### src/psg_pkg.sv
package psg_pkg;

  localparam int NOISE_PHASES_DEF = 32768;
  localparam int TONE_PHASES      = 32;

  localparam int PERIOD_W = 18;
  localparam int LEVEL_W  = 4;
  localparam int TONE_PW  = 5;
  localparam int NOISE_PW = 15;

  localparam logic [PERIOD_W-1:0] TONE_STEP  = 18'd8192;
  localparam logic [PERIOD_W-1:0] NOISE_STEP = 18'd512;

  localparam logic [1:0] CH_NOISE = 2'd0;
  localparam logic [1:0] CH_TONE1 = 2'd1;

  localparam logic [1:0] RATE_TONE1 = 2'd3;

  localparam logic [LEVEL_W-1:0] LEVEL_RESET = 4'd8;
  localparam logic [3:0]         NCTRL_RESET = 4'd3;

  typedef enum logic [2:0] {
    S_IDLE,
    S_RD,
    S_MOD,
    S_ITER,
    S_WR,
    S_DONE
  } state_t;

  typedef enum logic [1:0] {
    K_TICK,
    K_SET,
    K_PEEK
  } kind_t;

  typedef enum logic [2:0] {
    G_TONE3_FREQ,
    G_TONE3_LEVEL,
    G_TONE2_FREQ,
    G_TONE2_LEVEL,
    G_TONE1_FREQ,
    G_TONE1_LEVEL,
    G_NOISE_CTRL,
    G_NOISE_LEVEL
  } grp_t;

  function automatic logic [PERIOD_W-1:0] noise_period(input logic [1:0] rate,
                                                       input logic white);
    logic [PERIOD_W-1:0] p;
    case (rate)
      2'd0: begin
        p = 18'h00400;
      end
      2'd1: begin
        p = 18'h00800;
      end
      default: begin
        p = 18'h01000;
      end
    endcase
    if (white) begin
      p = p << 1;
    end
    return p;
  endfunction

endpackage

### src/psg_register_and_phase_counters.sv
// Four-channel sound generator: register interface and phase counters.
// Channel 0 is noise, channels 1 to 3 are tones.
// Input channel (in_valid/in_ready, op, data): op 0 writes one register
// byte, op 1 runs one output sample tick. Output channel (out_valid/
// out_ready) returns one snapshot of phases, levels and noise mode per item.
// Per-channel period, counter and phase live in a 4-entry memory that is
// read, modified and written back one channel at a time.
// An item that touches no channel record (level or tone-nibble latch, zero
// frequency byte) goes straight to the result; a frequency or noise-control
// write makes one memory pass, a rate 3 noise write also reads tone 1's
// period, and a tone 1 write at rate 3 also updates noise. A tick passes over
// all four channels, each in a reload loop that adds its period once per cycle
// until the counter is no longer negative (up to 3 * 128 + 8 reloads in all).
// Items are worked on one at a time; the next item is taken while a result
// still waits for out_ready, and its result waits until that one is gone.
// Reset sets the state, register file and valid flags; memory entries read
// as reset values (period 0xFFC0, counter, phase zero) until written back.
module psg_register_and_phase_counters
  import psg_pkg::*;
#(
  parameter int NOISE_PHASES = NOISE_PHASES_DEF
) (
  input  logic                clk,
  input  logic                rst,
  input  logic                in_valid,
  output logic                in_ready,
  input  logic                op,
  input  logic [7:0]          data,
  output logic                out_valid,
  input  logic                out_ready,
  output logic [NOISE_PW-1:0] noise_phase,
  output logic [TONE_PW-1:0]  tone1_phase,
  output logic [TONE_PW-1:0]  tone2_phase,
  output logic [TONE_PW-1:0]  tone3_phase,
  output logic [LEVEL_W-1:0]  noise_level,
  output logic [LEVEL_W-1:0]  tone1_level,
  output logic [LEVEL_W-1:0]  tone2_level,
  output logic [LEVEL_W-1:0]  tone3_level,
  output logic [3:0]          noise_mode
);

  localparam int PHW = $clog2(NOISE_PHASES);
  localparam logic [PHW-1:0] NOISE_WRAP = PHW'(NOISE_PHASES - 1);
  localparam logic [PHW-1:0] TONE_WRAP  = PHW'(TONE_PHASES - 1);

  typedef struct packed {
    logic [PERIOD_W-1:0] period;
    logic [PERIOD_W-1:0] cnt;
    logic [PHW-1:0]      phase;
  } chan_rec_t;

  localparam chan_rec_t REC_RESET = '{period: 18'h0FFC0, cnt: '0, phase: '0};

  state_t state, state_next;

  // register file
  logic [3:0]         freq_low [4];
  logic [LEVEL_W-1:0] level [4];
  logic [3:0]         noise_ctrl;
  logic [1:0]         target;
  logic [7:0]         last_latch;

  // phase shadows for the snapshot
  logic [PHW-1:0]     nphase;
  logic [TONE_PW-1:0] tphase [1:3];

  // channel memory
  chan_rec_t mem [4];
  logic [3:0] mem_vld;
  chan_rec_t  rd_q;
  logic       rd_vld;
  chan_rec_t  rd_rec;
  logic       mem_we;

  // item plan
  logic                is_tick;
  logic [1:0]          step;
  logic [1:0]          plan_last;
  logic [1:0]          plan_ch0, plan_ch1;
  kind_t               plan_kind0, plan_kind1;
  logic [PERIOD_W-1:0] plan_period;
  logic                plan_clr, plan_copy;
  logic [PERIOD_W-1:0] peek_period;

  // working copy of one channel
  logic [PERIOD_W-1:0] w_period;
  logic [PERIOD_W:0]   w_cnt;
  logic [PHW-1:0]      w_phase;

  logic [1:0]          cur_ch;
  kind_t               cur_kind;
  logic [PERIOD_W-1:0] cur_step;
  logic [PHW-1:0]      cur_wrap;

  logic in_xfer, out_free, out_load;

  // write decode
  grp_t                grp;
  logic                nw;
  logic [1:0]          nw_rate;
  logic [9:0]          freq;
  logic                go;
  logic [1:0]          d_last, d_ch0, d_ch1;
  kind_t               d_kind0, d_kind1;
  logic [PERIOD_W-1:0] d_period;
  logic                d_clr, d_copy;

  assign in_xfer  = in_valid && in_ready;
  assign out_free = !out_valid || out_ready;

  always_comb begin
    grp      = grp_t'(data[6:4]);
    nw       = data[7] ? (grp == G_NOISE_CTRL) : (grp_t'(last_latch[6:4]) == G_NOISE_CTRL);
    nw_rate  = data[1:0];
    freq     = {data[5:0], freq_low[target]};
    d_ch0    = CH_NOISE;
    d_ch1    = CH_NOISE;
    d_kind0  = K_SET;
    d_kind1  = K_SET;
    d_last   = 2'd0;
    d_period = '0;
    d_clr    = 1'b1;
    d_copy   = 1'b0;
    go       = 1'b0;
    if (op) begin
      go     = 1'b1;
      d_last = 2'd3;
    end else if (nw) begin
      go       = 1'b1;
      d_period = noise_period(nw_rate, data[2]);
      d_copy   = (nw_rate == RATE_TONE1);
      d_clr    = (nw_rate != RATE_TONE1) || (nw_rate != noise_ctrl[1:0]);
      if (nw_rate == RATE_TONE1) begin
        d_ch0   = CH_TONE1;
        d_kind0 = K_PEEK;
        d_last  = 2'd1;
      end
    end else if (!data[7] && freq != '0) begin
      go       = 1'b1;
      d_ch0    = target;
      d_period = {2'b00, freq, 6'b000000};
      if (noise_ctrl[1:0] == RATE_TONE1 && target == CH_TONE1) begin
        d_last = 2'd1;
      end
    end
  end

  // next state
  always_comb begin
    state_next = state;
    case (state)
      S_IDLE: begin
        if (in_valid) begin
          state_next = go ? S_RD : S_DONE;
        end
      end
      S_RD: begin
        state_next = S_MOD;
      end
      S_MOD: begin
        state_next = (cur_kind == K_TICK) ? S_ITER : S_WR;
      end
      S_ITER: begin
        if (!w_cnt[PERIOD_W]) begin
          state_next = S_WR;
        end
      end
      S_WR: begin
        state_next = (step == plan_last) ? S_DONE : S_RD;
      end
      S_DONE: begin
        if (out_free) begin
          state_next = S_IDLE;
        end
      end
      default: begin
        state_next = S_IDLE;
      end
    endcase
  end

  // control outputs
  always_comb begin
    in_ready = 1'b0;
    mem_we   = 1'b0;
    out_load = 1'b0;
    case (state)
      S_IDLE: begin
        in_ready = 1'b1;
      end
      S_WR: begin
        mem_we = 1'b1;
      end
      S_DONE: begin
        out_load = out_free;
      end
      default: begin
      end
    endcase
  end

  always_ff @(posedge clk) begin
    if (rst) begin
      state <= S_IDLE;
    end else begin
      state <= state_next;
    end
  end

  always_comb begin
    if (is_tick) begin
      cur_ch   = step + 2'd1;
      cur_kind = K_TICK;
    end else if (step == 2'd0) begin
      cur_ch   = plan_ch0;
      cur_kind = plan_kind0;
    end else begin
      cur_ch   = plan_ch1;
      cur_kind = plan_kind1;
    end
    cur_step = (cur_ch == CH_NOISE) ? NOISE_STEP : TONE_STEP;
    cur_wrap = (cur_ch == CH_NOISE) ? NOISE_WRAP : TONE_WRAP;
    rd_rec   = rd_vld ? rd_q : REC_RESET;
  end

  // channel memory, registered read
  always_ff @(posedge clk) begin
    if (mem_we) begin
      mem[cur_ch] <= '{period: w_period, cnt: w_cnt[PERIOD_W-1:0], phase: w_phase};
    end
    rd_q <= mem[cur_ch];
  end

  always_ff @(posedge clk) begin
    if (rst) begin
      mem_vld <= '0;
      rd_vld  <= 1'b0;
    end else begin
      if (mem_we) begin
        mem_vld[cur_ch] <= 1'b1;
      end
      rd_vld <= mem_vld[cur_ch];
    end
  end

  // register file updates on an accepted write
  always_ff @(posedge clk) begin
    if (rst) begin
      for (int i = 0; i < 4; i++) begin
        freq_low[i] <= '0;
        level[i]    <= LEVEL_RESET;
      end
      noise_ctrl <= NCTRL_RESET;
      target     <= CH_NOISE;
      last_latch <= '0;
    end else if (in_xfer && !op) begin
      if (data[7]) begin
        last_latch <= data;
        case (grp)
          G_TONE3_FREQ: begin
            freq_low[3] <= data[3:0];
            target      <= 2'd3;
          end
          G_TONE3_LEVEL: begin
            level[3] <= 4'd15 - data[3:0];
          end
          G_TONE2_FREQ: begin
            freq_low[2] <= data[3:0];
            target      <= 2'd2;
          end
          G_TONE2_LEVEL: begin
            level[2] <= 4'd15 - data[3:0];
          end
          G_TONE1_FREQ: begin
            freq_low[1] <= data[3:0];
            target      <= 2'd1;
          end
          G_TONE1_LEVEL: begin
            level[1] <= 4'd15 - data[3:0];
          end
          G_NOISE_CTRL: begin
            noise_ctrl <= data[3:0];
          end
          default: begin
            level[0] <= 4'd15 - data[3:0];
          end
        endcase
      end else if (nw) begin
        noise_ctrl <= data[3:0];
      end
    end
  end

  // plan capture
  always_ff @(posedge clk) begin
    if (rst) begin
      is_tick <= 1'b0;
    end else if (in_xfer) begin
      is_tick <= op;
    end
  end

  always_ff @(posedge clk) begin
    if (in_xfer) begin
      plan_last   <= d_last;
      plan_ch0    <= d_ch0;
      plan_ch1    <= d_ch1;
      plan_kind0  <= d_kind0;
      plan_kind1  <= d_kind1;
      plan_period <= d_period;
      plan_clr    <= d_clr;
      plan_copy   <= d_copy;
    end
  end

  always_ff @(posedge clk) begin
    if (rst) begin
      step <= '0;
    end else if (in_xfer) begin
      step <= '0;
    end else if (state == S_WR) begin
      step <= step + 2'd1;
    end
  end

  // read-modify-write datapath
  always_ff @(posedge clk) begin
    case (state)
      S_MOD: begin
        w_phase <= rd_rec.phase;
        case (cur_kind)
          K_TICK: begin
            w_period <= rd_rec.period;
            w_cnt    <= {1'b0, rd_rec.cnt} - {1'b0, cur_step};
          end
          K_PEEK: begin
            peek_period <= rd_rec.period;
            w_period    <= rd_rec.period;
            w_cnt       <= {1'b0, rd_rec.cnt};
          end
          default: begin
            w_period <= plan_copy ? peek_period : plan_period;
            w_cnt    <= plan_clr ? '0 : {1'b0, rd_rec.cnt};
          end
        endcase
      end
      S_ITER: begin
        if (w_cnt[PERIOD_W]) begin
          if (w_period == '0) begin
            w_cnt <= '0;
          end else begin
            w_cnt   <= w_cnt + {1'b0, w_period};
            w_phase <= (w_phase == cur_wrap) ? '0 : w_phase + 1'b1;
          end
        end
      end
      default: begin
      end
    endcase
  end

  always_ff @(posedge clk) begin
    if (rst) begin
      nphase <= '0;
      for (int i = 1; i < 4; i++) begin
        tphase[i] <= '0;
      end
    end else if (state == S_WR && cur_kind == K_TICK) begin
      if (cur_ch == CH_NOISE) begin
        nphase <= w_phase;
      end else begin
        tphase[cur_ch] <= w_phase[TONE_PW-1:0];
      end
    end
  end

  // result register
  always_ff @(posedge clk) begin
    if (rst) begin
      out_valid <= 1'b0;
    end else if (out_load) begin
      out_valid <= 1'b1;
    end else if (out_ready) begin
      out_valid <= 1'b0;
    end
  end

  always_ff @(posedge clk) begin
    if (out_load) begin
      noise_phase <= NOISE_PW'(nphase);
      tone1_phase <= tphase[1];
      tone2_phase <= tphase[2];
      tone3_phase <= tphase[3];
      noise_level <= level[0];
      tone1_level <= level[1];
      tone2_level <= level[2];
      tone3_level <= level[3];
      noise_mode  <= noise_ctrl;
    end
  end

endmodule

### config.mk
export PLATFORM = sky130hd
export DESIGN_NAME = psg_register_and_phase_counters
export DESIGN_NICKNAME = d
export VERILOG_FILES = /design/src/psg_pkg.sv /design/src/psg_register_and_phase_counters.sv
export SDC_FILE = /design/constraint.sdc
export NUM_CORES = 1
export LEC_CHECK = 0
export BUFFER_PORTS_ARGS = -buffer_cell sky130_fd_sc_hd__buf_2
export CAP_MARGIN = 20
export CORE_ASPECT_RATIO = 1.1
export CORE_UTILIZATION = 56
export CTS_CLUSTER_DIAMETER = 60
export DETAILED_ROUTE_END_ITERATION = 6
export PLACE_DENSITY = 0.83
export SLEW_MARGIN = 20
export SYNTH_ARGS = -nofsm -noshare
export SYNTH_HDL_FRONTEND = slang
export SYNTH_SLANG_ARGS = --single-unit
### constraint.sdc
create_clock -name clk -period 5.23 [get_ports clk]
set_clock_uncertainty 0.2 [all_clocks]
set_input_delay 1.046 -clock clk [delete_from_list [all_inputs] [get_ports clk]]
set_output_delay 1.046 -clock clk [all_outputs]
set_load 0.03 [all_outputs]
# Word level (Yosys, flattened, before mapping)
# Memory sizes are Yosys's and may differ from the RTL's. A register that Yosys moved wholly into a read port is not among the register bits.
# Index checks and enable logic that the tools add are counted.
[totals] regBits=155 latch_bits=0 in_bits=13 out_inout_bits=52 mem_bits_ro=0 ram_bits=251 n_memories=4
[mem_list] name="mem" depth=4 word_bits=51 read_ports=1 rd_clocked_by_memory_dff=1 wr=1 line="psg_register_and_phase_counters.sv:68" source="chan_rec_t mem [4];"
[mem_list] name="freq_low" depth=4 word_bits=4 read_ports=1 rd_clocked_by_memory_dff=1 wr=4 line="psg_register_and_phase_counters.sv:57" source="logic [3:0] freq_low [4];"
[mem_list] name="level" depth=4 word_bits=4 read_ports=4 rd_clocked_by_memory_dff=4 wr=4 line="psg_register_and_phase_counters.sv:58" source="logic [LEVEL_W-1:0] level [4];"
[mem_list] name="tphase" depth=3 word_bits=5 read_ports=3 rd_clocked_by_memory_dff=3 wr=3 line="psg_register_and_phase_counters.sv:65" source="logic [TONE_PW-1:0] tphase [1:3];"
[op_classes] addsub=5 n_lt_le_gt_ge=2 n_div=0 bitwise_logic=9 n_mux=108 n_mul=0 eq_ne=27 n_reduce_logical=36 shifts=0
[ops] op="19-bit one-hot mux with 2 select lines" count=2
[ops] op="18-bit 2-to-1 mux" count=4
[ops] op="15-bit 2-to-1 mux" count=4
[ops] op="1-bit 2-to-1 mux" count=58
[ops] op="51-bit 2-to-1 mux" count=1
[ops] op="4-bit 2-to-1 mux" count=10
[ops] op="19-bit 2-to-1 mux" count=2
[ops] op="15-bit one-hot mux with 2 select lines" count=1
[ops] op="14-bit 2-to-1 mux" count=2
[ops] op="13-bit one-hot mux with 2 select lines" count=1
[ops] op="2-bit 2-to-1 mux" count=11
[ops] op="19-bit by 18-bit adder with 19-bit output" count=1
[ops] op="18-bit by 14-bit subtractor with 19-bit output" count=1
[ops] op="3-bit equality test, second input constant" count=6
[ops] op="18-bit zero test" count=1
[ops] op="3-bit 2-to-1 mux" count=6
[ops] op="3-bit one-hot mux with 6 select lines" count=1
[ops] op="16-bit 2-to-1 mux" count=1
[ops] op="15-bit by 1-bit adder with 15-bit output, second input constant" count=1
[ops] op="15-bit equality test" count=1
[ops] op="3-bit by 2-bit equality test with 1-bit output, second input constant" count=4
[ops] op="2-bit inequality test, second input constant" count=6
[ops] op="3-bit AND reduction" count=4
[ops] op="10-bit nonzero test" count=1
[ops] op="28 further kinds" count=57

# Longest topological paths before layout
# Gate-level depths: netlist of the first run.
[logic_depth] depth_word=10 depth_mapped=12

# Worst setup path after synthesis of the first run
# Ideal clock, no wire load.
[synth_path] path_kind="reg2reg" start="register step[0]" end="memory mem[1][0] (netlist name) (enable)" arrival_ps=4841 path_stages_with_launch=7 n_path_buf=1 slack_ps=-335 t_required_ps=4505 cell_sequence="dfxtp_1 > inv_1 > ha_1 > nor2b_1 > a22oi_1 > clkbuf_1 > nor3_1"
[synth_via] elab_chain_cells=3 elab_cells_between_ends=4
[synth_lines] element="from (decl)" line="psg_register_and_phase_counters.sv:77" source="logic [1:0] step;"
[synth_lines] element="from (signal assigned)" line="psg_register_and_phase_counters.sv:322" source="step <= step + 2'd1;"
[synth_lines] element="branches (longest 2 deep; another with 2-bit by 1-bit adder with 2-bit output)"
[synth_lines] element="2-bit 2-to-1 mux *" line="psg_register_and_phase_counters.sv:211" source="if (is_tick) begin"
[synth_lines] element="to (decl)" line="psg_register_and_phase_counters.sv:68"
# Every way passes the cells marked *.

# Final worst setup path of the first run
[layout_path] start="register step[0]" end="register w_cnt[16], data pin"
[layout_via] elab_chain_cells=8 elab_cells_between_ends=13
[layout_lines] element="branches (longest 6 deep; another with 18-bit by 14-bit subtractor with 19-bit output)"
[layout_lines] element="19-bit one-hot mux with 2 select lines *" line="psg_register_and_phase_counters.sv:331" source="case (cur_kind)"
[layout_lines] element="19-bit one-hot mux with 2 select lines *" line="psg_register_and_phase_counters.sv:328" source="case (state)"
[layout_lines] element="to (signal assigned)" line="psg_register_and_phase_counters.sv:334" source="w_cnt <= {1'b0, rd_rec.cnt} - {1'b0, cur_step};"
[layout_lines] element="to (signal assigned)" line="psg_register_and_phase_counters.sv:339" source="w_cnt <= {1'b0, rd_rec.cnt};"
[layout_lines] element="to (signal assigned)" line="psg_register_and_phase_counters.sv:343" source="w_cnt <= plan_clr ? '0 : {1'b0, rd_rec.cnt};"
[layout_lines] element="to (decl)" line="psg_register_and_phase_counters.sv:87" source="logic [PERIOD_W:0] w_cnt;"
# Marks and branches as above.
# A chain may end at the register's enable or synchronous reset.

==> qor.csv, run 1 <==
metric,value,unit
status,"finished, final reports clean",
CP cell instances,inv_1 > ha_1 > and3b_1 > a21oi_2 > inv_2 > ha_1 > or4b_4 > a221oi_2 > o31ai_1 > o311ai_2 > o31ai_1 > or3b_1,
global-route total usage across every layer,24.4,%
Crit Path Category,flop to flop,
syn avg cell area,12.7,µm²
TritonCTS clock tree,yes,
filler cell count,2371,
Worst Path Required,5.32,ns
drc violations,0,
fin crit share,75.5,%
post-synth net total,1530,
"slowest stage delay, CP",0.49,ns
post-DP HPWL,25.2,mm
Mapped Area,18900,µm²
grt ovf,0,
"Hold Vio Cnt, Final",0,
Slew @ Worst Pin,1.08,ns
"commonest non-fill, non-tap cell in the layout",edfxtp_1,
Yosys top cell by area,edfxtp_1,
Layout area overhead,12.6,%
CP bufs+invs,2,
"Seq/Total Area, Yosys",70.4,%
Post CTS Setup Buffer Count,0,
clk_lat worst skew,0.56,ns
Clock Root Buffer,clkbuf_16,
drt via density,6.02,
sw frac,23.3,%
FP Rows,70,
cell area after layout,21300,µm²
PortBufs,64,
share of the synthesized area in the top cell type,61.0,%
"FFs w/ async S/R, synth",0,%
die span in y,195,µm
Longest Clk Path Bufs,3,
Cell Int Power,6.53,mW
total CTS buffers,46,
Initial DRT Pass Iterations,5,
die area,34500,µm²
crit end category,flop,
Worst-path clk slew,0.06,ns
vias in the first global route,12200,
flop-to-flop setup slack,1.28,ns
clock power share,40.0,%
global-route wire length before repair,64.6,mm
Max Freq,253,MHz
Slew HR,28.1,%
Max IR drop VDD,0.290,mV
initial antenna violation count,1,
Crit Path Max Fanout,5,
Net Switching,1.98,mW
Ys Warns,0,
RSZ-0062 raised after global routing,no,
most frequent cells in the layout,"edfxtp_1, nand2_1, dfxtp_1, nor2_1, buf_2",
DRT Wirelength,41.8,mm
layout cells sized above 1,11.8,%
Yosys cell types,78,
I/O pin count,65,
Seq pwr share,51.6,%
placeable core region,33300,µm²
Post-synth EDFFs,384,
family with the most delay on the worst path,simple AND/OR/NAND/NOR gates,
Die Wd,177,µm
CTS Sinks,473,
WL/cell,20.7,µm
final setup fails,0,
H-tree depth,2,
Post-CTS Hold Buffers,0,
RePlAce Congestion,0.958,
Worst Hold Class,flop to flop,
dpl cell area,19700,µm²
nets,1588,
"top cells by area, synth","edfxtp_1, dfxtp_1, nand2_1, a31oi_1, and3_1",
largest net degree at the start of global routing,67,
Initial Util,56.8,%
Max Slew Vio Count,0,
max cap viols,0,
Main synth FF type,edfxtp_1,
CTS resizes,0,
cell leakage power,7.60,nW
total number of vias,12200,
Critical Path AT,4.04,ns
# diodes,0,
register bit total from synthesis,473,
CP max stage cell,or4b_4,
Pwr Density,400,nW/µm²
min Tclk post-route,3.95,ns
post-route ant nets,0,
initial detailed-routing violation count,1069,
Logic pwr share,8.4,%
Startpoint Class,flop,
Util after Layout,63.9,%
Syn Inst Count,1494,
worst paths after layout:
kind	startpoint	to	depth (start not counted)
worst max-delay path	step[0]	w_cnt[16]	12
worst min-delay path	level[0][1]	noise_level[1]	0
worst max register to register	step[0]	w_cnt[16]	12
worst min register to register	level[0][1]	noise_level[1]	0
final cells by class:
class	count	area, µm²	area share (%)
clock buffers	60	1290	6.05
well taps	432	541	2.54
inverters	16	60.1	0.282
repair buffers	86	485	2.28
clock inverters	25	287	1.35
flip-flops and latches	473	13300	62.6
multi-input cells	929	5310	24.9
state kept, by name (all words and copies together) (netlist names), 16 cells and up, named ones only:
name and cells:
level 16, mem 204, peek_period 18, rd_q 51, w_cnt 19, w_period 18
metal layers:
layer | part of all wire (%) | GRT usage, % | up-vias
met5 | 0.031 | 0 | -
met4 | 3.7 | 10.4 | 2
met3 | 6.6 | 3.66 | 117
met2 | 51 | 42.0 | 501
met1 | 39 | 30.3 | 5955
li1 | - | - | 5598
power by group through the flow:
stage	clock [mW]	combinational, mW	sequential [mW]
after global routing	3.60	0.782	4.40
after CTS	3.44	0.712	4.39
after floorplan	0	0.511	4.41
final	3.41	0.717	4.39
after global placement	0	0.676	4.46
after detailed placement	0	0.703	4.46
cell usage after synthesis (all sizes together), types with 4 or more instances:
library cell,instances
edfxtp,384
nand2,284
dfxtp,89
nor2,86
clkbuf,65
a31oi,60
and3,59
a21oi,56
and2,46
o21ai,46
nand3,44
nand2b,24
ha,22
nor3,21
mux2i,17
inv,16
xor2,13
buf,11
xnor2,11
o21a,10
nor4,8
o31ai,8
a21o,7
nor2b,7
o21bai,7
or3,6
a211o,5
a211oi,5
a22o,5
nand3b,5
a32oi,4
o31a,4
or2,4
logic make-up after synthesis:
logic type | after synthesis | synth area share, %
fa+ha+maj | 23 | 1.56
flops | 473 | 70.4
xor+xnor | 24 | 1.11
compound gates | 251 | 8.75
simple gates | 610 | 15.1
mux | 21 | 1.20
buf+inv | 92 | 1.85
stage by stage:
| stage | TNS, ns | power, mW | instances | worst slack, ns | hold WS, ns |
|---|---|---|---|---|---|
| after floorplan | -34.35 | 4.92 | 1494 | -0.335 | 0.200 |
| after global placement | 0 | 5.13 | 1936 | 1.43 | 0.201 |
| after detailed placement | 0 | 5.17 | 1936 | 1.34 | 0.205 |
| after CTS | 0 | 8.54 | 2021 | 1.29 | 0.215 |
| after global routing | 0 | 8.79 | 2021 | 1.10 | 0.220 |
| final | 0 | 8.51 | 2021 | 1.28 | 0.213 |
Power figures use the tool's default switching activity.
==> run 2: changes to the inputs <==
--- a/config.mk
+++ b/config.mk
@@ -11,7 +11,7 @@
 export CORE_UTILIZATION = 56
 export CTS_CLUSTER_DIAMETER = 60
 export DETAILED_ROUTE_END_ITERATION = 6
-export PLACE_DENSITY = 0.83
+export PLACE_DENSITY = 0.8
 export SLEW_MARGIN = 20
 export SYNTH_ARGS = -nofsm -noshare
 export SYNTH_HDL_FRONTEND = slang
==> constraint.sdc (replaced) <==
create_clock -name clk -period 3.7 [get_ports clk]
set_clock_uncertainty 0.2 [all_clocks]
set_input_delay 0.74 -clock clk [delete_from_list [all_inputs] [get_ports clk]]
set_output_delay 0.74 -clock clk [all_outputs]
set_load 0.03 [all_outputs]
==> qor.csv, run 2 (synthesized netlist as in run 1, its figures left out) <==
metric,value,unit,change
Startpoint Class,flop,,
CTS Sinks,473,,unchanged
Initial DRT Pass Iterations,5,,unchanged
family with the most delay on the worst path,simple AND/OR/NAND/NOR gates,,
grt ovf,0,,unchanged
min Tclk post-route,3.63,ns,-0.321 ns
WL/cell,20.5,µm,-0.93%
Die Wd,177,µm,unchanged
I/O pin count,65,,unchanged
nets,1600,,+0.76%
TritonCTS clock tree,yes,,
RePlAce Congestion,0.903,,-5.7%
Critical Path AT,3.73,ns,-0.31 ns
Crit Path Category,flop to flop,,
"Hold Vio Cnt, Final",0,,unchanged
WHS,0.216,ns,+0.00322 ns
PortBufs,64,,unchanged
post-route ant nets,0,,unchanged
Logic pwr share,8.6,%,+0.2 points
vias in the first global route,12300,,+1.1%
FP Rows,70,,unchanged
post-DP HPWL,25.4,mm,+0.69%
"slowest stage delay, CP",0.48,ns,about the same
met3 routed WL,3.01,mm,+9.2%
Largest Register,mem,,
final setup fails,0,,unchanged
global-route wire length before repair,65.9,mm,+2.0%
Max Slew Vio Count,0,,unchanged
initial antenna violation count,0,,-1
Longest Clk Path Bufs,3,,unchanged
PnR worst setup slack,0.0729,ns,-1.21 ns
Seq pwr share,50.9,%,-0.7 points
Slew HR,30.6,%,+2.6 points
Layout area overhead,13.6,%,
area of the multi-input gates,5340,µm²,+0.54%
initial detailed-routing violation count,1112,,+4.0%
layout cells sized above 1,12.6,%,+0.83 points
"commonest non-fill, non-tap cell in the layout",edfxtp_1,,
drt via density,6.02,,about the same
placeable core region,33300,µm²,unchanged
global-route total usage across every layer,24.7,%,+0.36 points
top flop regs,"mem (204), rd_q (51), w_cnt (19)",,
placed cell count,1946,,+0.52%
filler cell count,2355,,-0.67%
setup_tns,0,ns,unchanged
clock power share,40.4,%,+0.4 points
fin cells,2035,,+0.69%
total number of vias,12300,,+0.66%
# diodes,0,,unchanged
CP bufs+invs,2,,unchanged
Clock Root Buffer,clkbuf_16,,
Crit Path Max Fanout,5,,unchanged
largest net degree at the start of global routing,57,,-15%
Reg area,13300,µm²,unchanged
max reg flops,204,,unchanged
CP max stage cell,or4b_4,,
Net Switching,2.87,mW,+45%
drc violations,0,,unchanged
H-tree depth,2,,unchanged
most frequent cells in the layout,"edfxtp_1, nand2_1, dfxtp_1, nor2_1, buf_2",,
fin crit share,98.0,%,+23 points
Cell Int Power,9.30,mW,+42%
Worst Path Required,3.80,ns,-1.52 ns
die span in y,195,µm,unchanged
CP cell instances,inv_1 > ha_1 > and3b_2 > a21oi_2 > inv_2 > ha_2 > or4b_4 > a221oi_2 > o31ai_2 > o311ai_2 > o31ai_1 > or3b_1,,
Max Freq,276,MHz,+8.9%
wire length on met2,21.4,mm,+1.2%
"worst slack, placed",0.120,ns,-1.22 ns
Worst-path clk slew,0.06,ns,about the same
crit end category,flop,,
cell leakage power,7.69,nW,+1.2%
Pwr Density,567,nW/µm²,+42%
Initial Util,56.8,%,unchanged
Metal-1 WL,16.3,mm,about the same
status,"finished, final reports clean",,
total CTS buffers,47,,+2.2%
die area,34500,µm²,unchanged
power consumption,12.2,mW,+43%
clk_lat worst skew,0.57,ns,about the same
sw frac,23.6,%,+0.29 points
Max IR drop VDD,0.399,mV,+37%
DRT Wirelength,41.7,mm,-0.25%
Slew @ Worst Pin,1.04,ns,-0.0426 ns
DR top layer,met4,,
max cap viols,0,,unchanged
Worst Hold Class,flop to flop,,
-- run 2: path summary, 6_finish.rpt --
kind | slack (ns) | cells past startpoint | start | to
worst max-delay path | 0.07 | 12 | step[0] | w_cnt[16]
worst min-delay path | 0.22 | 0 | tphase[3][2] | tone3_phase[2]
worst max register to register | 0.07 | 12 | step[0] | w_cnt[16]
worst min register to register | 0.22 | 0 | tphase[3][2] | tone3_phase[2]
-- run 2: final cells by class --
type                       instances  area share [%]
clock inverter                    28            1.57
tap                              432            2.52
inverter                          16           0.280
multi-input combinational        929            24.9
clock buffer                      60            5.94
timing repair buffer              97            2.82
sequential                       473            62.0
-- run 2: timing repair --
item                                    in CTS  in global routing
buffers inserted                             0                  1
hold buffers                                 0                  0
endpoints found under the hold margin        0                  0
resized for setup                            0                  3
endpoints found under the setup margin       0                  1
-- run 2: power by group through the flow --
stage / Clock, mW / Sequential, mW / Combinational, mW
after floorplan: 0 / 6.23 / 0.726
after global placement: 0 / 6.29 / 0.987
after detailed placement: 0 / 6.30 / 1.02
after CTS: 4.96 / 6.20 / 1.04
after global routing: 5.15 / 6.22 / 1.15
final: 4.92 / 6.20 / 1.05
-- run 2: metal layers --
metal,GRT usage (%),vias to the layer above
met5,0,-
met4,8.46,0
met3,3.78,79
met2,42.3,517
met1,32.0,6043
li1,-,5614
-- run 2: per-stage QoR --
| step | util [%] | instance area, µm² |
|---|---|---|
| after floorplan | - | 18900 |
| after global placement | 59.6 | 19800 |
| after detailed placement | 59.6 | 19800 |
| after CTS | 64.4 | 21400 |
| after global routing | 64.5 | 21500 |
| final | 64.5 | 21500 |
-- run 2: worst reg2reg max path, stage by stage (launching register included) --
cell and delay (ns):
dfxtp_1 0.34, inv_1 0.07, ha_1 0.35, and3b_2 0.29, a21oi_2 0.09, inv_2 0.13, ha_2 0.23, or4b_4 0.48
a221oi_2 0.29, o31ai_2 0.17, o311ai_2 0.23, o31ai_1 0.10, or3b_1 0.38
